<file path="src/arx_pkg.sv">
`timescale 1ns / 1ps

package arx_pkg;

  localparam int SAMPLE_W   = 16;
  localparam int COEF_W     = 16;
  localparam int PROD_W     = SAMPLE_W + COEF_W;
  localparam int FRAC_SHIFT = 12;
  localparam int DELAY_W    = 3;
  localparam int CFG_IDX_W  = 3;
  localparam int CFG_DATA_W = 16;

  // coefficient registers that exist per tap group
  localparam int FB_REGS = 3;
  localparam int FF_REGS = 3;

  localparam int FB_TAPS_DEF   = 3;
  localparam int FF_TAPS_DEF   = 3;
  localparam int MAX_DELAY_DEF = 7;

  // register indexes on the configuration port
  localparam logic [CFG_IDX_W-1:0] REG_FB_COEF_1   = CFG_IDX_W'(0);
  localparam logic [CFG_IDX_W-1:0] REG_FF_COEF_0   = CFG_IDX_W'(3);
  localparam logic [CFG_IDX_W-1:0] REG_INPUT_DELAY = CFG_IDX_W'(6);

  typedef logic signed [SAMPLE_W-1:0] sample_t;
  typedef logic signed [COEF_W-1:0]   coef_t;

  typedef struct packed {
    sample_t y_sample;
    logic    clipped;
  } arx_result_t;

endpackage

</file>
<file path="src/arx_out_buf.sv">
`timescale 1ns / 1ps

module arx_out_buf (
  input  logic                 clk,
  input  logic                 rst_n,
  input  logic                 push,
  input  arx_pkg::arx_result_t push_res,
  output logic                 full,
  output logic                 out_valid,
  output arx_pkg::arx_result_t out_res,
  input  logic                 out_stall
);

  logic                 out_valid_r, out_valid_nxt;
  logic                 skid_valid_r, skid_valid_nxt;
  arx_pkg::arx_result_t out_res_r, out_res_nxt;
  arx_pkg::arx_result_t skid_res_r, skid_res_nxt;
  logic                 pop;

  assign pop = out_valid_r && !out_stall;

  always_comb begin
    out_valid_nxt  = out_valid_r;
    out_res_nxt    = out_res_r;
    skid_valid_nxt = skid_valid_r;
    skid_res_nxt   = skid_res_r;
    if (!out_valid_r || pop) begin
      // output slot frees up: oldest pending request moves in
      out_valid_nxt  = skid_valid_r || push;
      out_res_nxt    = skid_valid_r ? skid_res_r : push_res;
      skid_valid_nxt = skid_valid_r && push;
      if (skid_valid_r) begin
        skid_res_nxt = push_res;
      end
    end else if (push) begin
      skid_valid_nxt = 1'b1;
      skid_res_nxt   = push_res;
    end
  end

  always_ff @(posedge clk) begin
    if (!rst_n) begin
      out_valid_r  <= 1'b0;
      skid_valid_r <= 1'b0;
    end else begin
      out_valid_r  <= out_valid_nxt;
      skid_valid_r <= skid_valid_nxt;
    end
  end

  always_ff @(posedge clk) begin
    out_res_r  <= out_res_nxt;
    skid_res_r <= skid_res_nxt;
  end

  assign full      = skid_valid_r;
  assign out_valid = out_valid_r;
  assign out_res   = out_res_r;

  a_skid_behind_out: assert property (@(posedge clk) disable iff (!rst_n)
    skid_valid_r |-> out_valid_r)
    else $error("skid entry held while output slot empty");

  a_held_push_to_skid: assert property (@(posedge clk) disable iff (!rst_n)
    (push && out_valid_r && !pop) |=> skid_valid_r)
    else $error("request lost while output stalled");

  a_drain_empties: assert property (@(posedge clk) disable iff (!rst_n)
    (pop && !skid_valid_r && !push) |=> !out_valid_r)
    else $error("result repeated after drain");

endmodule

</file>
<file path="config.mk">
export PLATFORM = sky130hd
export DESIGN_NAME = arx_out_buf
export DESIGN_NICKNAME = d
export VERILOG_FILES = /design/src/arx_pkg.sv /design/src/arx_out_buf.sv
export SDC_FILE = /design/constraint.sdc
export NUM_CORES = 1
export LEC_CHECK = 0
export BUFFER_PORTS_ARGS = -buffer_cell sky130_fd_sc_hd__buf_2
export CELL_PAD_IN_SITES_DETAIL_PLACEMENT = 1
export CELL_PAD_IN_SITES_GLOBAL_PLACEMENT = 2
export CORE_ASPECT_RATIO = 0.9
export CORE_MARGIN = 5
export CORE_UTILIZATION = 39
export DETAILED_ROUTE_END_ITERATION = 8
export GPL_TIMING_DRIVEN = 0
export PLACE_DENSITY_LB_ADDON = 0.25
export SLEW_MARGIN = 20
export SYNTH_ARGS = -nofsm -noshare
export SYNTH_HDL_FRONTEND = slang
export SYNTH_SLANG_ARGS = --single-unit
</file>
<file path="constraint.sdc">
create_clock -name clk -period 3.5 [get_ports clk]
set_clock_uncertainty 0.15 [all_clocks]
set_input_delay 0.525 -clock clk [delete_from_list [all_inputs] [get_ports clk]]
set_output_delay 0.525 -clock clk [all_outputs]
set_load 0.01 [all_outputs]
</file>
==> results.json <==
{
  "reg2reg_from": "out_valid",
  "die_area_mm2": 0.004845,
  "netlist.area_leader.share": 0.7371,
  "ys_types": 11,
  "grt_setup_unrepaired": "false",
  "syn_inst": 63,
  "worstPathCellList": "nand2_1 -> mux2_2",
  "synth.area.top_cells": "edfxtp_1 (74%), mux2_4 (18%), dfxtp_1 (2.9%)",
  "drcViolationCount": 0,
  "finalMaxSlewViolations": 0,
  "clkTransAtPathRegs_ns": 0.07,
  "final_util": 0.5048,
  "grt_max_degree": 19,
  "power-per-cell-area_mw_per_mm2": 504.8,
  "synthFlopType": "edfxtp_1",
  "cts_hold_buf": 0,
  "initial_utilization": 0.4070,
  "outcome": "complete, no violations",
  "drtIter0Drc": 60,
  "cts_sinks": 36,
  "finalCritPeriodShare": 0.5869,
  "core_mm2": 0.003403,
  "ios": 40,
  "first_global_vias": 774,
  "max_stage_delay_ns": 0.68,
  "worst_pin_slew_ns": 0.7776,
  "layout-drive-gt1-share": 0.6000,
  "clock.fmax_mhz": 486.8,
  "root_buffer": "clkbuf_8",
  "placementRows": 20,
  "port_buffers": 39,
  "slew_headroom": 0.4804,
  "syn_area_mm2": 0.001385,
  "grt_pass1_wl_um": 3801,
  "clockBufferDepth": 2,
  "path_buf_inv": 0,
  "timing.setup.tns_ns": 0,
  "grt_util_all_layers": 0.1119,
  "layout.nets": 130,
  "cts_setup_buffers": 0,
  "dieHeight_um": 66.54,
  "peakVddDrop_uv": 252.8,
  "path_delay_family": "multiplexers",
  "wl_per_cell_um": 15.71,
  "setup_viol": 0,
  "power.leakage_nw": 0.6938,
  "cpMaxStageDelayCell": "mux2_2",
  "syn2layout_area_growth_pct": 24.03,
  "synth_common_cells": "edfxtp_1 (34), mux2_4 (17), buf_6 (2), dfxtp_1 (2), nand2_1 (2)",
  "crit_type": "reg -> reg",
  "cp_data_arrival_time_ns": 1.84,
  "hold_path.startpoint": "push_res[12]",
  "finalHoldViolations": 0,
  "min_period_ns": 2.054,
  "min_path_type": "in -> reg",
  "gr-total-overflow": 0,
  "post_cts_resized": 0,
  "synth_nets": 84,
  "ant_nets": 0,
  "yosys_register_bits": 36,
  "dr.pass1.iters": 2,
  "holdPathEnd": "skid_res_r[12]",
  "hpwl_um": 1694,
  "syn_area_per_cell_um2": 21.99,
  "synth_edf_count": 34,
  "synthArstFlopShare": 0,
  "seq_area_frac_synth": 0.7660,
  "synthMostInstantiatedCell": "edfxtp_1",
  "start_kind": "register",
  "worst-endpoint-required_ns": 3.29,
  "insertion_delay_ns": 0.29,
  "die_x_um": 72.82,
  "cts_tree": "built",
  "holdPathStages": 1,
  "viasPerCell": 4.636,
  "cp-end-kind": "register",
  "yosys_warnings": 0,
  "fillers": 349,
  "r2r_setup_slack_ns": 1.45,
  "antenna_found_initial": 0,
  "routed_wl_um": 2419,
  "cap_violations": 0,
  "insertedDiodeCount": 0,
  "num_vias": 714,
  "r2r_end": "skid_res_r[2]",
  "r2r_cells": 2,
  "cts_buffers": 5,
  "cts-htree-levels": 2,
  "synth_top_area_cell": "edfxtp_1",
  "final.setup.worst_slack_ns": 1.446,
  "gp_congestion": 0.6165,
  "dp_worst_setup_slack_ns": 1.112,
  "critPathMaxFanout": 18
}
-- registers in the layout, summed over array words and instances (netlist names) --
register,count
out_res,17
skid_res_r,17
full,1
out_valid,1
-- worst max path at each step --
stage / startpoint / endpoint / slack, ns / cells after the start
2_1_floorplan: out_stall / skid_res_r[0] / 1.60 / 2
3_3_place_gp: out_stall / skid_res_r[5] / 1.14 / 3
3_5_place_dp: out_stall / skid_res_r[5] / 1.11 / 3
4_1_cts: out_valid / skid_res_r[6] / 1.39 / 2
5_1_grt: out_valid / skid_res_r[6] / 1.28 / 2
6_report: out_valid / skid_res_r[2] / 1.45 / 2
-- area by class of cell --
cell class / count / area, um2 / area share
well taps: 44 / 55.05 / 0.03205
clock inverters: 3 / 13.76 / 0.008012
plain buffers: 2 / 22.52 / 0.01311
flip-flops and latches: 36 / 1061 / 0.6176
multi-input cells: 24 / 297.8 / 0.1733
repair buffers: 39 / 195.2 / 0.1136
clock buffers: 5 / 68.82 / 0.04006
inverters: 1 / 3.754 / 0.002185
-- layer usage --
metal / track usage / up-vias / share of wire
met2: 0.1734 / 28 / 0.48
met3: 0.05732 / 6 / 0.080
met5: 0 / - / 0
li1: - / 335 / -
met4: 0.06221 / 0 / 0.023
met1: 0.1236 / 345 / 0.41
-- power by group --
| group | switching [mW] | internal [mW] |
|---|---|---|
| logic | 0.0380 | 0.0407 |
| registers | 0.00741 | 0.502 |
| clock network | 0.145 | 0.135 |
| total | 0.190 | 0.677 |
-- cell families (layout without fill, tap and decap cells) --
family,count (synthesis),count (layout),share of synthesized area
flip-flops,36,36,0.7660
multiplexers,18,18,0.1924
buffers and inverters,3,50,0.01897
AO/OA/AOI/OAI,3,3,0.01264
AND/OR/NAND/NOR,3,3,0.009942
-- placed cells by master, fill, tap and decap left out --
cell type / count
a21boi_0: 1
a21oi_1: 1
buf_2: 39
buf_6: 2
clkbuf_8: 5
clkinv_1: 1
clkinv_2: 2
dfxtp_1: 2
edfxtp_1: 34
inv_1: 1
mux2_2: 1
mux2_4: 17
nand2_1: 2
nand4_1: 1
o21ai_0: 1
-- metrics by stage --
step                cells  hold WS [ns]  total power, mW  area, um2
global placement      146        0.3519           0.5950       1635
detailed placement    146        0.3849           0.5998       1635
finish                154        0.2735           0.8672       1718
CTS                   154        0.2638           0.8816       1718
floorplan              63        0.3716           0.5603       1385
global route          154        0.2627           0.9055       1718
(Power assumes the default switching activity.)
