### src/arx_pkg.sv
`timescale 1ns / 1ps

package arx_pkg;

  localparam int SAMPLE_W   = 16;
  localparam int COEF_W     = 16;
  localparam int PROD_W     = SAMPLE_W + COEF_W;
  localparam int FRAC_SHIFT = 12;
  localparam int DELAY_W    = 3;
  localparam int CFG_IDX_W  = 3;
  localparam int CFG_DATA_W = 16;

  // coefficient registers that exist per tap group
  localparam int FB_REGS = 3;
  localparam int FF_REGS = 3;

  localparam int FB_TAPS_DEF   = 3;
  localparam int FF_TAPS_DEF   = 3;
  localparam int MAX_DELAY_DEF = 7;

  // register indexes on the configuration port
  localparam logic [CFG_IDX_W-1:0] REG_FB_COEF_1   = CFG_IDX_W'(0);
  localparam logic [CFG_IDX_W-1:0] REG_FF_COEF_0   = CFG_IDX_W'(3);
  localparam logic [CFG_IDX_W-1:0] REG_INPUT_DELAY = CFG_IDX_W'(6);

  typedef logic signed [SAMPLE_W-1:0] sample_t;
  typedef logic signed [COEF_W-1:0]   coef_t;

  typedef struct packed {
    sample_t y_sample;
    logic    clipped;
  } arx_result_t;

endpackage

### src/arx_cell.sv
`timescale 1ns / 1ps

module arx_cell (
  input  logic             clk,
  input  logic             rst_n,
  input  logic             shift,
  input  arx_pkg::sample_t smp_in,
  output arx_pkg::sample_t smp_out
);

  arx_pkg::sample_t smp_r;

  always_ff @(posedge clk) begin
    if (!rst_n) begin
      smp_r <= '0;
    end else if (shift) begin
      smp_r <= smp_in;
    end
  end

  assign smp_out = smp_r;

endmodule

### config.mk
export PLATFORM = sky130hd
export DESIGN_NAME = arx_cell
export DESIGN_NICKNAME = d
export VERILOG_FILES = /design/src/arx_pkg.sv /design/src/arx_cell.sv
export SDC_FILE = /design/constraint.sdc
export NUM_CORES = 1
export LEC_CHECK = 0
export BUFFER_PORTS_ARGS = -buffer_cell sky130_fd_sc_hd__buf_4
export CORE_ASPECT_RATIO = 1.1
export CORE_MARGIN = 2
export CORE_UTILIZATION = 25
export CTS_CLUSTER_SIZE = 24
export DETAILED_ROUTE_END_ITERATION = 16
export PLACE_DENSITY = 0.59
export SLEW_MARGIN = 20
export SYNTH_ARGS = -nofsm -noshare
export SYNTH_HDL_FRONTEND = slang
export SYNTH_SLANG_ARGS = --single-unit
### constraint.sdc
create_clock -name clk -period 0.8 [get_ports clk]
set_input_delay 0.04 -clock clk [delete_from_list [all_inputs] [get_ports clk]]
set_output_delay 0.04 -clock clk [all_outputs]
set_load 0.01 [all_outputs]
==> flow_metrics.py, run 1 <==
metrics = {
    "clocking": {
        "cts_tree": "built",
        "htree_levels": 1,
        "cts_buffers": 3,
        "postCtsSetupRepairBufs": 0,
        "worstSkewPairLatency_ps": 270,
        "hold_buffers": 0,
        "clkSinkCount": 16,
        "clk_pin_slew_ps": 90,
        "ctsLongestPathBuffers": 2,
        "cts_root_buf": "clkbuf_4",
    },
    "setup_path": {
        "cp-startpoint": "smp_out[0]",
        "critPathLaunchType": "flip-flop",
        "r2r_cells": 2,
        "timing.rr.start": "smp_out[6]",
        "path_buf_inv": 1,
        "crit_path_max_incr_delay_ps": 330,
        "end_kind": "output port",
        "cp_max_fo": 2,
        "cp-endpoint": "smp_out[0]",
        "crit_cells": 1,
        "critPathSlowestCell": "dfxtp_2",
        "required_ps": 760,
        "timing_worst_setup_path_type": "flip-flop to output port",
        "reg2reg_setup_slack_ps": 170,
        "crit_family": "flip-flops",
        "crit_chain": "buf_6",
        "timing.rr.end": "smp_out[6]",
        "cp_data_arrival_time_ps": 720,
    },
    "synthesis": {
        "syn_area_per_cell_um2": 12.1,
        "synth_top_family_by_area": "multiplexers",
        "ys_seq_area_share_pct": 52.0,
        "synthTopCellsByArea": "dfxtp_1 52%, mux2i_1 26%, nor2b_1 16%",
        "synthCells": 51,
        "synthAdderAreaFrac_pct": 0,
        "yosys.area_share.simple_pct": 16.3,
        "synth_area_um2": 616,
        "synth_compound_area_share_pct": 0,
        "synth_fp_nets": 70,
        "synth-xor-area-share_pct": 0,
        "yosys.area.top_type": "dfxtp_1",
        "yosys.area.top_type_share_pct": 52.0,
        "synth_cell_types": 6,
        "synthMuxAreaShare_pct": 26.0,
        "ys_seq_elements": 16,
        "yosys_warnings": 0,
    },
    "layout": {
        "layoutNonFillerInstCount": 115,
        "final_nets": 106,
        "antenna_cells": 0,
        "final_area_um2": 976,
        "area_growth_pct": 58.5,
        "largest_reg_flops": 16,
        "drive_gt1_share_pct": 62.4,
    },
    "global_route": {
        "gr-usage-met2_pct": 14.7,
        "overflow": 0,
        "globalRouteMet1Util_pct": 10.4,
        "grt.total_usage_pct": 9.34,
        "gr-usage-met3_pct": 3.76,
        "busiest_layer": "met2",
        "grt_antenna_before_repair": 0,
        "grt_start_max_net_pins": 17,
        "grt_pass1_wl_um": 2010,
        "first_global_vias": 479,
    },
    "min_path": {
        "hold_path.class": "input pin to flip-flop",
        "hold_depth": 3,
        "hp-start": "smp_in[13]",
    },
    "sta": {
        "hold_viol": 0,
        "hold_slack_ps": 15.4,
        "drv_slew": 0,
        "skew_ps": 0,
        "setup_violations": 0,
        "fin_tns_setup_ps": 0,
        "tightest_slew_ps": 265,
        "rsz0062_at_grt": "true",
        "period_share_pct": 95.5,
        "post-route-min-period_ps": 764,
        "slew_headroom_pct": 82.3,
        "fmax_ghz": 1.31,
    },
    "die": {
        "io-pin-count": 35,
        "rows": 18,
        "die_area_um2": 2880,
        "die_w_um": 51.3,
        "design.core.area_um2": 2300,
        "fp.dieH_um": 56.0,
        "start_util_pct": 26.8,
    },
    "power": {
        "clockPowerShare_pct": 25.5,
        "p_int_mw": 1.22,
        "powerDensity_nw_per_um2": 1630,
        "vdd_drop_max_v": 0.000849,
        "p_sw_uw": 365,
        "comb_power_share_pct": 18.8,
        "power_frac_seq_pct": 55.7,
        "power_leakage_nw": 0.458,
        "switching_share_pct": 23.0,
    },
    "detailed_routing": {
        "wl_per_cell_um": 10.6,
        "via_per_inst": 4.02,
        "drt-total-wl_um": 1210,
        "drtIter0Drc": 2,
        "vias": 462,
        "first_pass_iters": 2,
        "drcViolationCount": 0,
        "ant_nets": 0,
    },
    "flow_run": {
        "drv_cap": 0,
    },
    "placed_design": {
        "numPortBuffers": 34,
        "post_dp_cell_area_um2": 873,
        "place_congestion": 0.651,
        "dp.cells": 112,
        "hpwl_um": 882,
    },
    "run_status": {
        "status": "finished clean",
    },
}
-- cells by family (layout without fill, tap and decap cells) --
logic type	count (synthesis)	after routing
multiplexers	16	16
flip-flops	16	16
AND/OR/NAND/NOR	16	16
buffers and inverters	3	37
-- cell type report --
cell class	count	area, µm²
Clock buffer	3	22.5
Fill cell	242	1320
Multi-Input combinational cell	32	260
Sequential cell	16	340
Tap cell	30	37.5
Timing Repair Buffer	34	315
-- synthesized netlist by cell type (all sizes together) --
| cell type | n |
|---|---|
| clkbuf | 1 |
| mux2i | 16 |
| buf | 2 |
| dfxtp | 16 |
| nor2b | 16 |
-- layer usage --
| layer | up-vias | part of all wire, % |
|---|---|---|
| li1 | 236 | - |
| met1 | 207 | 41 |
| met3 | 0 | 8.0 |
| met4 | 0 | 0 |
| met2 | 19 | 51 |
| met5 | - | 0 |
-- cells in the final DEF (no fill, tap or decap) --
cell type,n
nor2b_1,16
buf_6,16
clkbuf_4,3
buf_4,18
mux2i_1,16
dfxtp_2,16
-- worst register-to-register path, cell delays in order, from the launching register on --
cell and delay, ps:
dfxtp_2 330, mux2i_1 140, nor2b_1 60
-- repair_timing --
action,CTS,global route
gates resized for setup,4,28
hold endpoints to repair,0,0
pin swaps,0,0
setup endpoints to repair,4,16
-- metrics by stage --
step                      worst slack [ps]  util (%)  total power, mW
after floorplan                        172         -             1.02
after global placement                 103      38.0             1.16
after detailed placement              79.7      38.0             1.16
after CTS                            0.239      39.2             1.58
after global routing                 -3.83      42.5             1.68
final                                 36.2      42.5             1.59
-- how the worst min path moves through the flow --
| stage | endpoint | slack (ps) |
|---|---|---|
| 2_1_floorplan | smp_out[0] | 170 |
| 3_3_place_gp | smp_out[13] | 300 |
| 3_5_place_dp | smp_out[3] | 310 |
| 4_1_cts | smp_out[1] | 5 |
| 5_1_grt | smp_out[5] | 20 |
| 6_report | smp_out[13] | 20 |
-- power groups by stage --
stage / Combinational [mW] / Clock [mW] / Sequential (mW)
6_report: 0.298 / 0.405 / 0.885
3_3_place_gp: 0.271 / 0 / 0.886
2_1_floorplan: 0.114 / 0 / 0.907
5_1_grt: 0.327 / 0.462 / 0.892
4_1_cts: 0.276 / 0.436 / 0.871
3_5_place_dp: 0.276 / 0 / 0.885
Note: power is estimated with default switching activity, not from simulation.
==> run 2: changes to the inputs <==
--- a/config.mk
+++ b/config.mk
@@ -6,7 +6,7 @@
 export NUM_CORES = 1
 export LEC_CHECK = 0
 export BUFFER_PORTS_ARGS = -buffer_cell sky130_fd_sc_hd__buf_4
-export CORE_ASPECT_RATIO = 1.1
+export CORE_ASPECT_RATIO = 0.75
 export CORE_MARGIN = 2
 export CORE_UTILIZATION = 25
 export CTS_CLUSTER_SIZE = 24
==> run 2 against run 1 <==
Effect of this change:
- sequential power hardly changed
- sequential cell count stayed put
- combinational power hardly changed
- sequential share of layout area is 0.91 points lower
- critical path type unchanged
- largest power group unchanged
- clock-buffer cell count is 1 higher
- maximum frequency is 0.57% lower
- non-clock buffer count is 1 higher
==> flow_metrics.py, run 2 (synthesized netlist as in run 1, its figures left out) <==
metrics = {
    "detailed_routing": {
        "wl_met3_um": 51,
        "met1Wirelength_um": 561,
        "vias": 453,
        "drt-total-wl_um": 1190,
        "drcViolationCount": 0,
        "highest_layer": "met4",
        "ant_nets": 0,
        "wl_per_cell_um": 9.83,
        "wl_met2_um": 559,
        "via_per_inst": 3.74,
        "drtIter0Drc": 15,
        "first_pass_iters": 4,
    },
    "power": {
        "vdd_drop_max_v": 0.000702,
        "total_power_mw": 1.70,
        "powerDensity_nw_per_um2": 1700,
        "power_leakage_nw": 0.471,
    },
    "clocking": {
        "cts_root_buf": "clkbuf_4",
        "hold_buffers": 0,
        "ctsLongestPathBuffers": 2,
        "cts_buffers": 3,
        "cts_tree": "built",
        "clkSinkCount": 16,
        "worstSkewPairLatency_ps": 270,
        "htree_levels": 1,
        "clk_pin_slew_ps": 90,
    },
    "global_route": {
        "grt_start_max_net_pins": 17,
        "grt.total_usage_pct": 8.32,
        "grt_pass1_wl_um": 1730,
        "grt_antenna_before_repair": 0,
        "first_global_vias": 397,
        "overflow": 0,
    },
    "layout": {
        "final_area_um2": 1000,
        "layout_common_cells": "19 x buf_4, 16 x mux2i_1, 16 x nor2b_1, 16 x buf_6, 16 x dfxtp_2",
        "layoutNonFillerInstCount": 121,
        "area_growth_pct": 62.8,
        "register_area_um2": 340,
        "largest_reg_flops": 16,
        "antenna_cells": 0,
        "layout_commonest_cell": "buf_4",
        "drive_gt1_share_pct": 63.2,
        "multiInputGateArea_um2": 260,
        "fillerInstances": 243,
        "final_nets": 107,
        "final_util_pct": 43.4,
    },
    "setup_path": {
        "crit_family": "flip-flops",
        "crit_path_max_incr_delay_ps": 340,
        "path_buf_inv": 1,
        "end_kind": "output port",
        "cp_max_fo": 2,
        "critPathLaunchType": "flip-flop",
        "critPathSlowestCell": "dfxtp_2",
        "reg2reg_setup_slack_ps": 80,
        "timing_worst_setup_path_type": "flip-flop to output port",
        "required_ps": 760,
        "cp_data_arrival_time_ps": 730,
        "crit_chain": "buf_6",
    },
    "min_path": {
        "hold_path.class": "input pin to flip-flop",
    },
    "die": {
        "design.core.area_um2": 2310,
        "fp.dieH_um": 47.0,
        "die_w_um": 61.3,
        "io-pin-count": 35,
        "die_area_um2": 2880,
        "rows": 15,
        "start_util_pct": 26.7,
    },
    "placed_design": {
        "place_congestion": 0.539,
        "numPortBuffers": 34,
        "post_dp_cell_area_um2": 878,
        "dp.cells": 116,
        "hpwl_um": 877,
    },
    "sta": {
        "period_share_pct": 96.0,
        "hold_slack_ps": 13.3,
        "rsz0062_at_grt": "true",
        "drv_slew": 0,
        "hold_viol": 0,
        "slew_headroom_pct": 82.3,
        "skew_ps": 0,
        "setup_violations": 0,
        "post-route-min-period_ps": 768,
        "fmax_ghz": 1.30,
        "tightest_slew_ps": 265,
    },
    "flow_run": {
        "drv_cap": 0,
    },
    "run_status": {
        "status": "finished clean",
    },
}
==> run 2: cell count changes in the layout (fill, tap and decap cells not counted) <==
cell      previous run  this run
clkbuf_8             0         1
buf_4               18        19
==> run 2: repair_timing <==
action                                  CTS  global route
hold endpoints to repair                  0             0
endpoints found under the setup margin    3            16
setup buffers                             0             1
pin swaps                                 0             0
resized for setup                         3            29
==> run 2: through the flow <==
| stage | setup WS [ps] | setup TNS (ps) |
|---|---|---|
| final | 31.8 | 0 |
| after global routing | -15.1 | -65.5 |
| after CTS | 1.51 | 0 |
| after detailed placement | 70.1 | 0 |
| after global placement | 100 | 0 |
| after floorplan | 172 | 0 |
==> run 2: per-layer routing <==
| metal | GRT usage (%) | vias to the layer above |
|---|---|---|
| li1 | - | 239 |
| met2 | 12.1 | 14 |
| met3 | 4.13 | 2 |
| met4 | 2.61 | 0 |
| met1 | 10.8 | 198 |
| met5 | 0 | - |
==> run 2: cell type report <==
type	count	area share [%]
Timing Repair Buffer	35	32.2
Sequential cell	16	34.0
Clock buffer	4	3.62
Tap cell	34	4.24
Multi-Input combinational cell	32	26.0
==> run 2: path summary, 6_finish.rpt <==
kind	startpoint	end	cells past startpoint
hold / removal	smp_in[8]	smp_out[8]	3
setup reg to reg	smp_out[2]	smp_out[2]	3
setup / recovery	smp_out[4]	smp_out[4]	1
hold reg to reg	smp_out[14]	smp_out[14]	2
==> run 2: power breakdown <==
group / internal (mW) / switching (mW)
Combinational: 0.199 / 0.102
Sequential: 0.853 / 0.0322
Clock: 0.277 / 0.236
Total: 1.33 / 0.371
==> run 3: changes to the inputs <==
--- a/config.mk
+++ b/config.mk
@@ -7,7 +7,6 @@
 export LEC_CHECK = 0
 export BUFFER_PORTS_ARGS = -buffer_cell sky130_fd_sc_hd__buf_4
 export CORE_ASPECT_RATIO = 0.75
-export CORE_MARGIN = 2
 export CORE_UTILIZATION = 25
 export CTS_CLUSTER_SIZE = 24
 export DETAILED_ROUTE_END_ITERATION = 16
==> constraint.sdc (replaced) <==
create_clock -name clk -period 0.98 [get_ports clk]
set_input_delay 0.049 -clock clk [delete_from_list [all_inputs] [get_ports clk]]
set_output_delay 0.049 -clock clk [all_outputs]
set_load 0.01 [all_outputs]
==> run 3 against run 2 <==
Effect of this change:
- sequential cell count stayed put
- register-to-register slack better by 300 ps
- via count grew 1.3%
- largest cell class unchanged
- clock power is 35% lower
- largest power group unchanged
- global-route usage up 0.46 points
==> flow_metrics.py, run 3 (synthesized netlist as in run 1, its figures left out) <==
metrics = {
    "detailed_routing": {
        "wl_per_cell_um": 9.34,
        "via_per_inst": 3.83,
        "drtIter0Drc": 23,
        "first_pass_iters": 2,
        "drt-total-wl_um": 1120,
        "ant_nets": 0,
        "vias": 459,
        "drcViolationCount": 0,
    },
    "sta": {
        "rsz0062_at_grt": "false",
        "period_share_pct": 82.4,
        "drv_slew": 0,
        "tightest_slew_ps": 277,
        "fmax_ghz": 1.24,
        "hold_viol": 0,
        "setup_violations": 0,
        "skew_ps": 0,
        "fin_tns_setup_ps": 0,
        "post-route-min-period_ps": 807,
        "slew_headroom_pct": 81.5,
    },
    "global_route": {
        "grt_antenna_before_repair": 0,
        "first_global_vias": 369,
        "grt_pass1_wl_um": 1640,
        "grt.total_usage_pct": 8.78,
        "overflow": 0,
        "grt_start_max_net_pins": 17,
    },
    "power": {
        "vdd_drop_max_v": 0.000539,
        "powerDensity_nw_per_um2": 1390,
        "power_leakage_nw": 0.443,
        "total_power_mw": 1.27,
    },
    "clocking": {
        "clk_pin_slew_ps": 90,
        "worstSkewPairLatency_ps": 280,
        "cts_buffers": 3,
        "ctsLongestPathBuffers": 2,
        "postCtsSetupRepairBufs": 0,
        "cts_root_buf": "clkbuf_4",
        "cts_tree": "built",
        "clkSinkCount": 16,
        "htree_levels": 1,
    },
    "setup_path": {
        "critPathLaunchType": "flip-flop",
        "timing_worst_setup_path_type": "flip-flop to output port",
        "crit_family": "flip-flops",
        "cp_data_arrival_time_ps": 760,
        "crit_path_max_incr_delay_ps": 350,
        "critPathSlowestCell": "dfxtp_1",
        "required_ps": 930,
        "path_buf_inv": 1,
        "crit_chain": "buf_4",
        "cp_max_fo": 2,
        "end_kind": "output port",
    },
    "die": {
        "design.core.area_um2": 2310,
        "start_util_pct": 26.7,
        "fp.dieH_um": 45.0,
        "rows": 15,
        "io-pin-count": 35,
        "die_w_um": 59.3,
        "die_area_um2": 2670,
    },
    "layout": {
        "layout_common_cells": "34 x buf_4, 16 x mux2i_1, 16 x nor2b_1, 16 x dfxtp_1, 3 x clkbuf_4",
        "antenna_cells": 0,
        "final_util_pct": 39.5,
        "drive_gt1_share_pct": 43.0,
        "final_nets": 107,
        "area_growth_pct": 48.0,
        "largest_reg_flops": 16,
        "layout_commonest_cell": "buf_4",
    },
    "placed_design": {
        "place_congestion": 0.523,
        "hpwl_um": 793,
        "numPortBuffers": 34,
    },
    "flow_run": {
        "drv_cap": 0,
    },
    "min_path": {
        "hold_path.class": "input pin to flip-flop",
    },
    "run_status": {
        "status": "finished clean",
    },
}
[run 3: cell types whose count changed in the layout (fill, tap and decap cells not counted)]
cell | before | now
buf_6 | 16 | 0
dlygate4sd3_1 | 0 | 1
buf_4 | 19 | 34
dfxtp_1 | 0 | 16
dfxtp_2 | 16 | 0
clkbuf_8 | 1 | 0
[run 3: path summary, 6_finish.rpt]
path                               endpoint  slack (ps)        start  cells past startpoint
worst max-delay path            smp_out[10]         170  smp_out[10]                      1
worst min-delay path             smp_out[0]          20    smp_in[0]                      3
worst max register to register  smp_out[10]         380  smp_out[10]                      2
worst min register to register  smp_out[15]         520  smp_out[15]                      2
[run 3: worst min-delay path, delay by kind of cell]
kind	cells	cell delay, ps
AND/OR/NAND/NOR	1	90
multiplexers	1	50
buffers and inverters	1	70
[run 3: final cells by class]
class | instances | area (µm²)
fill | 252 | 1400
sequential | 16 | 320
timing repair buffer | 35 | 265
multi-input combinational | 32 | 260
tap | 34 | 42.5
clock buffer | 3 | 22.5
[run 3: through the flow]
| step | area [µm²] | hold WS, ps | setup WS [ps] | std cells |
|---|---|---|---|---|
| floorplan | 616 | 177 | 343 | 51 |
| global placement | 878 | 308 | 270 | 116 |
| detailed placement | 878 | 316 | 253 | 116 |
| CTS | 901 | 11.1 | 162 | 119 |
| global route | 911 | 6.54 | 119 | 120 |
| finish | 911 | 18.0 | 173 | 120 |
[run 3: repair_timing]
action                    CTS  global route
hold endpoints to repair    0             1
hold buffers                0             1
resized for setup           0             0
[run 3: power by group]
group          switching, mW  leakage [nW]  internal [mW]
logic                 0.0828         0.297          0.140
clock network          0.193        0.0138          0.143
registers             0.0192         0.132          0.689
total                  0.295         0.443          0.971
[run 3: metal layers]
layer | global-route usage (%) | wire, µm
met1 | 11.5 | 539
met2 | 11.9 | 498
met3 | 5.16 | 83
met4 | 2.86 | 0
met5 | 0 | 0
